**config.mk**
```make
export PLATFORM = sky130hd
export DESIGN_NAME = matrix_keypad_debounce_repeat
export DESIGN_NICKNAME = d
export VERILOG_FILES = /design/src/rtl/core/mkdr_pkg.sv /design/src/rtl/core/matrix_keypad_debounce_repeat.sv
export SDC_FILE = /design/constraint.sdc
export NUM_CORES = 1
export LEC_CHECK = 0
export ABC_AREA = 1
export BUFFER_PORTS_ARGS = -buffer_cell sky130_fd_sc_hd__buf_2
export CAP_MARGIN = 10
export CORE_ASPECT_RATIO = 0.7
export CORE_MARGIN = 3
export CORE_UTILIZATION = 40
export CTS_CLUSTER_SIZE = 12
export DETAILED_ROUTE_END_ITERATION = 7
export HOLD_SLACK_MARGIN = 0.05
export PLACE_DENSITY = 0.68
export RECOVER_POWER = 50
export SKIP_CTS_REPAIR_TIMING = 1
export SYNTH_ARGS = -nofsm -noshare
export SYNTH_HDL_FRONTEND = slang
export SYNTH_SLANG_ARGS = --single-unit
```
**constraint.sdc**
```tcl
create_clock -name clk -period 4.1 [get_ports clk]
set_clock_uncertainty 0.2 [all_clocks]
set_input_delay 0.41 -clock clk [delete_from_list [all_inputs] [get_ports clk]]
set_output_delay 0.41 -clock clk [all_outputs]
set_load 0.01 [all_outputs]
```
**src/rtl/core/mkdr_pkg.sv**
```systemverilog
// ----------------------------------------------------------------------------
// mkdr_pkg
// Shared types and constants for the keypad debounce / auto-repeat block.
// ----------------------------------------------------------------------------
package mkdr_pkg;

  localparam int unsigned LINE_W  = 4;
  localparam int unsigned PAT_W   = 2 * LINE_W;
  localparam int unsigned KEY_W   = 4;
  localparam int unsigned CNT_W   = 8;
  localparam int unsigned CFG_A_W = 2;
  localparam int unsigned CFG_D_W = 8;

  typedef logic [CFG_A_W-1:0] cfg_addr_t;
  typedef logic [PAT_W-1:0]   pattern_t;
  typedef logic [CNT_W-1:0]   count_t;
  typedef logic [KEY_W-1:0]   key_t;

  // register map
  localparam cfg_addr_t REG_REPEAT_DELAY  = 2'd0;
  localparam cfg_addr_t REG_REPEAT_RELOAD = 2'd1;

  localparam count_t REPEAT_DELAY_RST  = 8'd20;
  localparam count_t REPEAT_RELOAD_RST = 8'd18;

  // one-hot nibble to position+1; zero for no line or several lines
  function automatic logic [2:0] onehot_pos(input logic [LINE_W-1:0] nib);
    logic [2:0] pos;
    unique case (nib)
      4'b0001: pos = 3'd1;
      4'b0010: pos = 3'd2;
      4'b0100: pos = 3'd3;
      4'b1000: pos = 3'd4;
      default: pos = 3'd0;
    endcase
    return pos;
  endfunction

endpackage

```
**src/rtl/core/matrix_keypad_debounce_repeat.sv**
```systemverilog
// ----------------------------------------------------------------------------
// matrix_keypad_debounce_repeat
// 4x4 keypad sample debouncer with press detect and auto-repeat key decode.
// ----------------------------------------------------------------------------
//
//  channel | handshake            | payload
//  --------+----------------------+-------------------------------------------
//  cfg     | cfg_valid/cfg_ready  | cfg_index, cfg_data
//  in      | in_valid/in_ready    | high_lines, low_lines
//  out     | out_valid/out_ready  | key_valid, key_index, stable_pattern
//
//  One word per clock while out_ready drains the output register: the
//  debounce and hold-count update is a single level of compare/increment logic
//  between the state registers and the output register.
//  in_ready drops only while the output register holds a word that is not
//  being taken this cycle; cfg_ready is always high.
//  Synchronous reset clears the debounce state, hold counter and out_valid and
//  restores repeat_delay = 20, repeat_reload = 18.
//
module matrix_keypad_debounce_repeat (
  input  logic                                clk,
  input  logic                                rst,
  // configuration
  input  logic                                cfg_valid,
  output logic                                cfg_ready,
  input  logic [mkdr_pkg::CFG_A_W-1:0]        cfg_index,
  input  logic [mkdr_pkg::CFG_D_W-1:0]        cfg_data,
  // line samples
  input  logic                                in_valid,
  output logic                                in_ready,
  input  logic [mkdr_pkg::LINE_W-1:0]         high_lines,
  input  logic [mkdr_pkg::LINE_W-1:0]         low_lines,
  // key events
  output logic                                out_valid,
  input  logic                                out_ready,
  output logic                                key_valid,
  output logic [mkdr_pkg::KEY_W-1:0]          key_index,
  output logic [mkdr_pkg::PAT_W-1:0]          stable_pattern
);

  // config registers
  mkdr_pkg::count_t repeat_delay;
  mkdr_pkg::count_t repeat_reload;

  // debounce state
  mkdr_pkg::pattern_t previous_sample;
  mkdr_pkg::pattern_t stable_keys;
  mkdr_pkg::count_t   hold_count;

  mkdr_pkg::pattern_t stable_keys_next;
  mkdr_pkg::count_t   hold_count_next;
  mkdr_pkg::count_t   hold_inc;
  mkdr_pkg::pattern_t sample;
  logic               fire;
  logic [2:0]         row_pos;
  logic [2:0]         col_pos;
  logic               decode_ok;
  logic               key_valid_next;
  mkdr_pkg::key_t     key_index_next;
  logic               in_fire;

  assign cfg_ready = 1'b1;
  // output register frees up when empty or being drained
  assign in_ready  = !out_valid || out_ready;
  assign in_fire   = in_valid && in_ready;

  // lines are active low; invert so a 1 marks an active line
  assign sample   = ~{high_lines, low_lines};
  assign hold_inc = hold_count + 8'd1;

  always_comb begin
    stable_keys_next = stable_keys;
    hold_count_next  = hold_count;
    fire             = 1'b0;
    // only a pattern seen on two consecutive ticks is taken as stable
    if (sample == previous_sample) begin
      stable_keys_next = sample;
      if (sample == '0) begin
        hold_count_next = '0;                 // released: clear hold
      end else if (stable_keys == '0) begin
        fire = 1'b1;                          // fresh press
      end else if (stable_keys == sample) begin
        // same key still held: count toward repeat
        if (hold_inc >= repeat_delay) begin
          hold_count_next = repeat_reload;
          fire            = 1'b1;
        end else begin
          hold_count_next = hold_inc;
        end
      end
      // a change between two nonzero patterns: no event, hold kept
    end
  end

  // key decode: exactly one active line per nibble
  assign row_pos   = mkdr_pkg::onehot_pos(stable_keys_next[7:4]);
  assign col_pos   = mkdr_pkg::onehot_pos(stable_keys_next[3:0]);
  assign decode_ok = (row_pos != 3'd0) && (col_pos != 3'd0);

  always_comb begin
    key_valid_next = fire && decode_ok;
    key_index_next = '0;
    if (key_valid_next) begin
      key_index_next = {2'(row_pos - 3'd1), 2'(col_pos - 3'd1)};
    end
  end

  always_ff @(posedge clk) begin
    if (rst) begin
      repeat_delay    <= mkdr_pkg::REPEAT_DELAY_RST;
      repeat_reload   <= mkdr_pkg::REPEAT_RELOAD_RST;
      previous_sample <= '0;
      stable_keys     <= '0;
      hold_count      <= '0;
      out_valid       <= 1'b0;
    end else begin
      if (cfg_valid && cfg_ready) begin
        unique case (cfg_index)
          mkdr_pkg::REG_REPEAT_DELAY:  repeat_delay  <= cfg_data;
          mkdr_pkg::REG_REPEAT_RELOAD: repeat_reload <= cfg_data;
          default: ;                          // unmapped index ignored
        endcase
      end
      if (in_fire) begin
        previous_sample <= sample;
        stable_keys     <= stable_keys_next;
        hold_count      <= hold_count_next;
        out_valid       <= 1'b1;
      end else if (out_ready) begin
        out_valid       <= 1'b0;
      end
    end
  end

  // result payload, no reset needed
  always_ff @(posedge clk) begin
    if (in_fire) begin
      key_valid      <= key_valid_next;
      key_index      <= key_index_next;
      stable_pattern <= stable_keys_next;
    end
  end

endmodule

```
**After elaboration in Yosys (flattened, before gate mapping)**

Index checks and enable logic that the tools add are counted.

- Bits in registers: 54
- Input port bits: 23

- $lt $le $gt $ge: 1
- Bitwise operators: 1
- Equality and inequality tests: 12
- Add/subtract/negate cells: 3
- Mux-type cells: 14
- Reductions and logical operators: 15

Operator list:

| kind | count |
|---|---|
| $mux 8 | 5 |
| $pmux 3 s4 | 2 |
| $eq 8x8->1 | 2 |
| $logic_not 8->1 | 2 |
| $add 8x1->8 const B | 1 |
| $eq 4x1->1 const B | 2 |
| $eq 4x2->1 const B | 2 |
| $eq 4x3->1 const B | 2 |
| $eq 4x4->1 const B | 2 |
| $ge 8x8->1 | 1 |
| $not 8->8 | 1 |
| $mux 1 | 7 |
| $reduce_bool 3->1 | 2 |
| $reduce_and 2->1 | 2 |
| $reduce_and 4->1 | 1 |
| $reduce_bool 2->1 | 2 |
| $sub 2x1->2 const B | 2 |
| $logic_and 1x1->1 | 3 |
| $eq 2x1->1 const B | 1 |
| $logic_not 2->1 | 1 |
| $ne 2x2->1 const B | 1 |
| $logic_not 1->1 | 1 |
| $logic_or 1x1->1 | 1 |

**Depth between registers and ports, before layout**

Gate-level depths: netlist of run 1.

- Depth after elaboration: 8
- Gate-level depth with buffers: 18
- Mapped depth without buffers: 17

**Worst setup path after synthesis of run 1**

Ideal clock, no wire load.

- Path type: reg-to-reg
- Start: reg hold_count[0]
- End: reg hold_count[7]
- Stages on the path, launching flop included: 15
- Buffers on the path: 1
- Library setup time: 128 ps
- Arrival time: 2,126 ps
- Setup slack: 1,647 ps
- Path through: dfxtp_1 > ha_1 > nand3_1 > nor3_1 > xor2_1 > ha_1 > nand2_1 > o21a_1 > nand2_1 > clkbuf_1 > nand2_1 > o21ai_0 > nor2_1 > nor2_1 > nor2_1

- Longest elaborated chain between the ends: 6

RTL lines:

| item | line | RTL |
|---|---|---|
| start: declaration | matrix_keypad_debounce_repeat.sv:48 | `mkdr_pkg::count_t hold_count;` |
| start signal: assignment | matrix_keypad_debounce_repeat.sv:127 | `hold_count <= hold_count_next;` |
| $add 8x1->8 (*) | matrix_keypad_debounce_repeat.sv:69 | `assign hold_inc = hold_count + 8'd1;` |
| $ge 8x8->1 | matrix_keypad_debounce_repeat.sv:84 | `if (hold_inc >= repeat_delay) begin` |
| $mux 8 (*) | matrix_keypad_debounce_repeat.sv:84 |  |
| $mux 8 (*) | matrix_keypad_debounce_repeat.sv:82 | `end else if (stable_keys == sample) begin` |
| $mux 8 (*) | matrix_keypad_debounce_repeat.sv:80 | `end else if (stable_keys == '0) begin` |
| $mux 8 (*) | matrix_keypad_debounce_repeat.sv:78 | `if (sample == '0) begin` |

Mark *: on every way between the ends. The rest lies on a longest branch, timed or not. The select of a mux whose other input is x is not followed.
A chain may end at the register's enable or synchronous reset.

**Final worst setup path of run 1**

- Start: reg previous_sample[6]
- End: reg key_index[3] (netlist bit), data pin

- Longest elaborated chain between the ends: 7
- Elaborated cells on any way between the ends: 18
- Those cells by class: add/sub (1); eq/ne (9); mux (4); reduce/logical (4)

RTL lines:

| item | line | RTL |
|---|---|---|
| start: declaration | matrix_keypad_debounce_repeat.sv:46 | `mkdr_pkg::pattern_t previous_sample;` |
| start signal: assignment | matrix_keypad_debounce_repeat.sv:125 | `previous_sample <= sample;` |
| $eq 8x8->1 (*) | matrix_keypad_debounce_repeat.sv:76 | `if (sample == previous_sample) begin` |
| $mux 8 (*) | matrix_keypad_debounce_repeat.sv:76 |  |
| via stable_keys_next[5] | matrix_keypad_debounce_repeat.sv:50 | `mkdr_pkg::pattern_t stable_keys_next;` |
| $eq 4x4->1 (tied with other cells) | mkdr_pkg.sv:29 | `unique case (nib)` |
| $pmux 3 s4 (*) | mkdr_pkg.sv:29 |  |
| branches (longest 3 deep; another with $sub 2x1->2) | n/a |  |
| end signal: assignment | matrix_keypad_debounce_repeat.sv:139 | `key_index <= key_index_next;` |
| end: declaration | matrix_keypad_debounce_repeat.sv:37 | `output logic [mkdr_pkg::KEY_W-1:0] key_index,` |

Mark *: on every way through the listed nets, which the timed path passes.

==> impl_metrics.json, run 1 <==
{
  "syn-mean-instance-area_um2": 7.33,
  "nFillCells": 697,
  "setup_viol": 0,
  "synth_xor_area_share_pct": 3.83,
  "synth_nets": 439,
  "crit_type": "register to register",
  "ys_seq_area_share_pct": 40.8,
  "max_slew.worst_pin.slew_ns": 0.840,
  "start_util_pct": 42.6,
  "synth.largest_area_cell": "dfxtp_1",
  "timing.fmax_mhz": 330,
  "cts_made_buffers": 5,
  "path_max_fanout": 8,
  "place_area_um2": 3230,
  "muxShareOfSynthArea_pct": 0,
  "leakage_nw": 1.50,
  "antenna_left": 0,
  "vias": 2598,
  "setup.worst_path.end_class": "register",
  "final_area_um2": 3280,
  "cts_tree": "built",
  "reg2reg_to": "key_index[3]",
  "die_y_um": 78.1,
  "die-area_um2": 8510,
  "ys_top_cells_by_area": "dfxtp_1, edfxtp_1, nand2_1",
  "crit_path_cell_trace": "nand2_1 > clkinv_1 > nor2_1 > nand2_4 > nor2_1 > nand2_1 > nand2_1 > nand2_1 > nor2_2 > nand2_1 > o21ai_1 > inv_1 > ha_1 > nand2_1 > nand3_2 > nor2_1",
  "fin_tns_setup_ns": 0,
  "synth_edf_count": 13,
  "synth_compound_area_share_pct": 13.3,
  "reg2reg_slack_ns": 1.07,
  "root_buffer": "clkbuf_8",
  "dp.final_hpwl_um": 4920,
  "drc": 0,
  "crit_slowest_cell": "nor2_1",
  "grt-ovfl-total": 0,
  "syn_inst": 405,
  "synthesis.area_um2": 2970,
  "crit_family": "simple AND/OR/NAND/NOR gates",
  "power_density_nw_per_um2": 321,
  "synth_top_family_by_area": "simple AND/OR/NAND/NOR gates",
  "yosys-top-cells-count": "nand2_1, inv_1, nor2_1",
  "drive_gt1_share_pct": 10.7,
  "insertion_delay_ns": 0.30,
  "grtUsageTotal_pct": 15.3,
  "synthSimpleGateAreaFrac_pct": 28.2,
  "worst-path-buf-inv": 2,
  "cp.required_ns": 4.07,
  "nNetsFinal": 474,
  "first_global_vias": 2284,
  "min_path_type": "input port to register",
  "crit_top_cell": "nand2_1",
  "drtIter0Drc": 190,
  "fp.dieW_um": 109,
  "crit_path_max_incr_delay_ns": 0.45,
  "cap_violations": 0,
  "holdWs_ns": 0.128,
  "synthAdderAreaFrac_pct": 4.63,
  "numClockSinks": 54,
  "antenna_found_initial": 0,
  "io_pins": 39,
  "netlist.area_leader.share_pct": 27.6,
  "dp_slack_ns": 1.25,
  "cts_max_level": 2,
  "wire_per_inst_um": 11.9,
  "async_flop_share_pct": 0,
  "rows": 25,
  "status": "completed",
  "critPathLaunchType": "register",
  "endpoint": "key_index[3]",
  "grt_pass1_wl_um": 10500,
  "fin_crit_sh_pct": 73.9,
  "dr.pass1.iters": 5,
  "synth.most_common_cell": "nand2_1",
  "grt_setup_unrepaired": "false",
  "worstSetupStartpoint": "previous_sample[6]",
  "core_area_um2": 6980,
  "r2r.worst_path.cells": 16,
  "period_needed_ns": 3.03,
  "yosys_warnings": 0,
  "antenna_cells": 0,
  "max_slew_margin_pct": 44.0,
  "syn_to_final_growth_pct": 10.5,
  "cp.arrival_ns": 3.00,
  "grt_max_degree": 27,
  "synth.distinct_cells": 33,
  "r2r_start": "previous_sample[6]",
  "slew_violations": 0,
  "peakVddDrop_mv": 0.136,
  "worst_slack_ns": 1.07,
  "synth.ff_latch_count": 54,
  "clk_pin_slew_ns": 0.10,
  "clock_path_buffers": 2,
  "io_buffers": 37,
  "finalHoldViolCount": 0,
  "synth_ff_type": "dfxtp_1",
  "drt-vias-per-instance": 4.86,
  "wl_um": 6380,
  "gp_congestion": 0.828,
  "path_depth": 16
}
[cell type report]
| cell class | count | area [um2] | share of cell area (%) |
|---|---|---|---|
| clock buffers | 7 | 86.3 | 2.63 |
| flip-flops and latches | 54 | 1210 | 36.9 |
| well taps | 94 | 118 | 3.58 |
| repair buffers | 39 | 176 | 5.38 |
| multi-input cells | 284 | 1450 | 44.2 |
| clock inverters | 1 | 30.0 | 0.915 |
| inverters | 56 | 210 | 6.40 |
[metrics by stage]
stage / instances / utilization, % / total power [mW]
floorplan: 405 / - / 0.667
global placement: 527 / 46.3 / 0.703
detailed placement: 527 / 46.3 / 0.706
CTS: 535 / 47.9 / 1.07
global route: 535 / 47.0 / 1.10
finish: 535 / 47.0 / 1.05
[power breakdown]
part	leakage, nW	switching (mW)	internal, mW
Combinational	0.978	0.0758	0.0365
Sequential	0.467	0.00823	0.565
Clock	0.0585	0.169	0.199
[registers in the layout (all words and copies together) (netlist names)]
| signal | flops |
|---|---|
| stable_pattern | 8 |
| key_index | 4 |
| stable_keys | 8 |
| repeat_reload | 8 |
| repeat_delay | 8 |
| previous_sample | 8 |
| hold_count | 8 |
| key_valid | 1 |
| out_valid | 1 |
[cells by family after synthesis]
group           after synthesis
simple gates                184
compound gates               75
buf+inv                      67
flops                        54
xor+xnor                     13
fa+ha+maj                    11
other cells                   1
[worst min path at each step]
stage | start | cells after the start | slack [ns] | to
2_1_floorplan | repeat_reload[7] | 2 | 0.23 | repeat_reload[7]
3_3_place_gp | repeat_reload[5] | 2 | 0.25 | repeat_reload[5]
3_5_place_dp | repeat_reload[5] | 2 | 0.26 | repeat_reload[5]
4_1_cts | cfg_data[1] | 3 | 0.12 | repeat_reload[1]
5_1_grt | cfg_data[4] | 3 | 0.13 | repeat_delay[4]
6_report | cfg_data[4] | 3 | 0.13 | repeat_delay[4]
[worst reg2reg max path: cells and delay by family, from the launching register on]
kind                       cells  cell delay (ns)
AOI/OAI and AO/OA              1             0.16
adders and majority gates      1             0.17
buffers and inverters          2             0.11
DFF                            1             0.33
and+or+nand+nor               12             1.92
[metal layers]
layer,track usage [%],routed length (um),up-vias
met3,3.04,380,4
met4,4.04,54,0
met5,0,0,-
met1,24.0,3480,1164
li1,-,-,1357
met2,21.0,2470,73
[cells in the final DEF, fill, tap and decap left out, drive strengths merged, types with 5 or more instances in the layout]
master / netlist / layout
ha: 11 / 11
inv: 53 / 53
buf: 4 / 22
xor2: 9 / 9
nor3: 5 / 5
nor2: 61 / 61
clkbuf: 7 / 24
nand2: 98 / 98
o21ai: 29 / 29
a21oi: 38 / 38
dfxtp: 41 / 41
nand3: 16 / 16
edfxtp: 13 / 13
No activity file was read; power rests on OpenSTA's default activity.
==> run 2: changes to the inputs <==
- ABC_AREA: 1 -> 0
- PLACE_DENSITY: 0.68 -> 0.7
- clock period: 4.1 -> 2.5 ns (I/O delays scaled with it)
==> impl_metrics.json, run 2 <==
{
  "max_slew.worst_pin.slew_ns": 1.26,
  "grt-ovfl-total": 0,
  "synth.ff_latch_count": 54,
  "cts_made_buffers": 5,
  "crit_path_cell_trace": "xor2_2 > nand2_2 > nor4_4 > buf_6 > mux2i_4 > xor2_1 > or3_1 > ha_2 > o21a_1 > a21oi_2 > nand4_4 > a211oi_2",
  "power_frac_seq_pct": 57.1,
  "die-area_um2": 8300,
  "wl_um": 6670,
  "root_buffer": "clkbuf_8",
  "use_met1_pct": 23.0,
  "syn-mean-instance-area_um2": 9.36,
  "fin_crit_sh_pct": 118,
  "wire_per_inst_um": 13.8,
  "netlist.area_leader.share_pct": 28.4,
  "cap_violations": 0,
  "period_needed_ns": 2.95,
  "grt_pass1_wl_um": 10200,
  "status": "complete, but fails checks",
  "nNetsFinal": 421,
  "synth_nets": 343,
  "insertion_delay_ns": 0.30,
  "cts_tree": "built",
  "ys_top_cells_by_area": "dfxtp_1, edfxtp_1, nor2_1",
  "path_max_fanout": 8,
  "fin_cells": 482,
  "io_pins": 39,
  "antenna_found_initial": 0,
  "dp_slack_ns": -0.520,
  "fin_tns_setup_ns": -4.68,
  "drt-vias-per-instance": 4.96,
  "drive_gt1_share_pct": 33.5,
  "clock_path_buffers": 2,
  "synth.largest_area_cell": "dfxtp_1",
  "power_frac_comb_pct": 13.5,
  "dp_cells": 457,
  "yosys-top-cells-count": "nor2_1, dfxtp_1, a21oi_1",
  "cp.arrival_ns": 2.90,
  "p_clk_share_pct": 29.3,
  "holdWs_ns": 0.0525,
  "gp_congestion": 0.879,
  "cp.required_ns": 2.45,
  "core_area_um2": 6880,
  "clk_pin_slew_ns": 0.10,
  "syn_to_final_growth_pct": 32.6,
  "ys_seq_area_share_pct": 41.9,
  "crit_path_max_incr_delay_ns": 0.36,
  "worst_slack_ns": -0.454,
  "grt_setup_unrepaired": "true",
  "slew_violations": 0,
  "timing.fmax_mhz": 338,
  "leakage_nw": 1.61,
  "syn_inst": 309,
  "grt_use_met3_pct": 2.86,
  "violations": "setup timing",
  "critPathLaunchType": "register",
  "synth.most_common_cell": "nor2_1",
  "crit_slowest_cell": "dfxtp_2",
  "setup.worst_path.end_class": "register",
  "first_global_vias": 2218,
  "internal_power_mw": 1.22,
  "crit_type": "register to register",
  "synthesis.area_um2": 2890,
  "rows": 25,
  "p_switching_mw": 0.427,
  "grt_max_degree": 31,
  "drtIter0Drc": 213,
  "dp.final_hpwl_um": 4560,
  "die_y_um": 77.2,
  "antenna_cells": 0,
  "final_area_um2": 3840,
  "power_density_nw_per_um2": 430,
  "setup_viol": 13,
  "yosys_warnings": 0,
  "nFillCells": 613,
  "vias": 2393,
  "io_buffers": 37,
  "peakVddDrop_mv": 0.292,
  "numClockSinks": 54,
  "use_met2_pct": 21.5,
  "layout.cells.most_common": "nor2_1",
  "synth_ff_type": "dfxtp_1",
  "finalHoldViolCount": 0,
  "place_area_um2": 3400,
  "start_util_pct": 42.0,
  "crit_family": "simple AND/OR/NAND/NOR gates",
  "drc": 0,
  "mostFrequentLayoutCells": "nor2_1, buf_4, dfxtp_1, inv_1, a21oi_1",
  "grtUsageTotal_pct": 14.9,
  "switching_share_pct": 25.9,
  "dr.pass1.iters": 4,
  "async_flop_share_pct": 0,
  "min_path_type": "input port to register",
  "max_slew_margin_pct": 15.9,
  "fp.dieW_um": 108,
  "worst-path-buf-inv": 1,
  "antenna_left": 0,
  "synth_edf_count": 13,
  "cts_max_level": 2,
  "synth.distinct_cells": 44,
  "top_usage_layer": "met1"
}
==> run 2: cell families after synthesis <==
| kind of cell | Yosys count | synth area share (%) |
|---|---|---|
| flip-flops | 54 | 41.9 |
| buffers and inverters | 45 | 7.87 |
| AND/OR/NAND/NOR | 97 | 16.2 |
| AO/OA/AOI/OAI | 54 | 12.2 |
| XOR/XNOR | 28 | 10.3 |
| adder cells (fa/ha/maj) | 11 | 4.76 |
| other | 1 | 0.130 |
| multiplexers | 19 | 6.75 |
==> run 2: per-stage QoR <==
stage               total power [mW]  util, %
floorplan                       1.09        -
global placement                1.15     49.4
detailed placement              1.16     49.4
CTS                             1.64     50.7
global route                    1.72     55.7
finish                          1.65     55.7
==> run 2: worst min-delay path: stages <==
cell and delay [ns]:
buf_2 0.07, nand2b_1 0.12, a21oi_1 0.07
==> run 2: area by class of cell <==
cell class / instances / area (um2) / share of cell area (%)
multi-input cells: 210 / 1700 / 44.4
flip-flops and latches: 54 / 1220 / 31.9
repair buffers: 93 / 619 / 16.1
well taps: 94 / 118 / 3.07
inverters: 23 / 86.3 / 2.25
clock buffers: 6 / 72.6 / 1.89
clock inverters: 2 / 13.8 / 0.359
==> run 2: worst paths after layout <==
check	slack (ns)	start	endpoint	cells after the start
worst min-delay path	0.05	out_ready	out_valid	3
worst max-delay path	-0.45	previous_sample[5]	key_index[2]	12
worst max register to register	-0.45	previous_sample[5]	key_index[2]	12
worst min register to register	0.28	repeat_reload[4]	repeat_reload[4]	1
==> run 2: power groups by stage <==
stage | logic, mW | clock network, mW | registers (mW)
2_1_floorplan | 0.129 | 0 | 0.964
3_3_place_gp | 0.196 | 0 | 0.959
3_5_place_dp | 0.200 | 0 | 0.960
4_1_cts | 0.201 | 0.500 | 0.939
5_1_grt | 0.246 | 0.533 | 0.945
6_report | 0.223 | 0.484 | 0.942
==> run 2: per-layer routing <==
| layer | share of wire (%) | vias to the layer above |
|---|---|---|
| li1 | - | 1204 |
| met1 | 50 | 1123 |
| met2 | 45 | 62 |
| met3 | 4.8 | 4 |
| met4 | 0.75 | 0 |
| met5 | 0 | - |
==> run 3: changes to the inputs <==
- BUFFER_PORTS_ARGS: -buffer_cell sky130_fd_sc_hd__buf_2 -> not set
- DONT_BUFFER_PORTS: not set -> 1
- PLACE_DENSITY: 0.7 -> 0.65
==> impl_metrics.json, run 3 (synthesis results as in run 2) <==
{
  "final_util_pct": 53.6,
  "peakVddDrop_mv": 0.227,
  "dp.final_hpwl_um": 4360,
  "p_clk_share_pct": 34.2,
  "die-area_um2": 8300,
  "crit_slowest_cell": "dfxtp_2",
  "dr.pass1.iters": 5,
  "holdWs_ns": 0.0373,
  "cp.arrival_ns": 2.88,
  "drc": 0,
  "crit_path_cell_trace": "xor2_2 > nand2_1 > nor4_4 > buf_12 > mux2i_2 > xor2_1 > or3_1 > ha_1 > o21ai_1 > nand4_2 > buf_4 > nor2_1",
  "status": "complete, but fails checks",
  "rows": 25,
  "numClockSinks": 54,
  "insertion_delay_ns": 0.31,
  "start_util_pct": 42.0,
  "mostFrequentLayoutCells": "nor2_1, dfxtp_1, buf_4, inv_1, a21oi_1",
  "cts_max_level": 2,
  "syn_to_final_growth_pct": 27.6,
  "fin_tns_setup_ns": -3.71,
  "setup_viol": 13,
  "period_needed_ns": 2.89,
  "antenna_left": 0,
  "wire_per_inst_um": 14.5,
  "max_slew_margin_pct": 41.2,
  "grt_pass1_wl_um": 9470,
  "vias": 2261,
  "grt-ovfl-total": 0,
  "leakage_nw": 1.52,
  "slew_violations": 0,
  "timing.fmax_mhz": 346,
  "drt-vias-per-instance": 5.06,
  "wl_um": 6460,
  "drtIter0Drc": 94,
  "cp.required_ns": 2.49,
  "first_global_vias": 2026,
  "worst_slack_ns": -0.389,
  "die_y_um": 77.2,
  "fin_cells": 447,
  "grtUsageTotal_pct": 14.3,
  "cap_violations": 0,
  "core_area_um2": 6880,
  "switching_share_pct": 23.8,
  "drive_gt1_share_pct": 26.3,
  "grt_max_degree": 43,
  "crit_path_max_incr_delay_ns": 0.35,
  "fin_total_pwr_mw": 1.70,
  "power_density_nw_per_um2": 460,
  "dp_cells": 412,
  "finalHoldViolCount": 0,
  "io_pins": 39,
  "grt_setup_unrepaired": "true",
  "layout.cells.most_common": "nor2_1",
  "root_buffer": "clkbuf_8",
  "path_max_fanout": 7,
  "p_switching_mw": 0.404,
  "setup.worst_path.end_class": "register",
  "nNetsFinal": 386,
  "power_frac_seq_pct": 55.8,
  "violations": "setup timing",
  "reg2reg_slack_ns": -0.39,
  "gp_congestion": 0.848,
  "clock_path_buffers": 2,
  "critPathLaunchType": "register",
  "antenna_cells": 0,
  "min_path_type": "input port to register",
  "antenna_found_initial": 0,
  "cts_tree": "built",
  "crit_type": "register to register",
  "internal_power_mw": 1.29,
  "clk_pin_slew_ns": 0.10,
  "fp.dieW_um": 108,
  "power_frac_comb_pct": 10.0,
  "cts_made_buffers": 5,
  "fin_crit_sh_pct": 116,
  "max_slew.worst_pin.slew_ns": 0.882,
  "io_buffers": 0
}
## run 3: cell types whose count changed in the layout (fill, tap and decap cells not counted), moves of 3 or more
cell and delta:
mux2i_2 +3, dlygate4sd3_1 +11, buf_4 -8, clkbuf_1 -18, buf_6 -3, buf_2 -20
## run 3: per-stage QoR
step / instance area, um2 / setup WS [ns]
final: 3690 / -0.389
after global routing: 3690 / -0.523
after CTS: 3280 / -0.542
after detailed placement: 3170 / -0.525
after global placement: 3170 / -0.432
after floorplan: 2950 / -0.251
## run 3: worst paths after layout
kind	from	to	cells after the start
setup / recovery	previous_sample[5]	key_index[3]	12
hold / removal	out_ready	out_valid	2
setup reg to reg	previous_sample[5]	key_index[3]	12
hold reg to reg	repeat_reload[1]	repeat_reload[1]	1
## run 3: power by group through the flow
stage / logic, mW / clock network, mW / registers (mW)
2_1_floorplan: 0.129 / 0 / 0.964
3_3_place_gp: 0.116 / 0 / 0.966
3_5_place_dp: 0.119 / 0 / 0.968
4_1_cts: 0.120 / 0.588 / 0.947
5_1_grt: 0.187 / 0.625 / 0.952
6_report: 0.170 / 0.581 / 0.948
## run 3: cell type report
type / count / area, um2
Sequential cell: 54 / 1220
Multi-Input combinational cell: 210 / 1640
Tap cell: 94 / 118
Fill cell: 604 / 3190
Timing Repair Buffer: 58 / 513
Clock buffer: 8 / 111
Inverter: 23 / 86.3
## run 3: critical path, delay by kind of cell (launching register included)
| family | cells | cell delay [ns] |
|---|---|---|
| and+or+nand+nor | 5 | 0.96 |
| DFF | 1 | 0.35 |
| buffers and inverters | 2 | 0.35 |
| xor gates and xnor gates | 2 | 0.27 |
| muxes | 1 | 0.25 |
| adders and majority gates | 1 | 0.24 |
| AOI/OAI and AO/OA | 1 | 0.15 |
## run 3: layer usage
layer / share of wire, % / wire, um / track usage, %
met5: 0 / 0 / 0
met3: 6.5 / 423 / 4.54
met1: 49 / 3190 / 19.3
met4: 1.6 / 106 / 3.53
met2: 42 / 2740 / 22.1
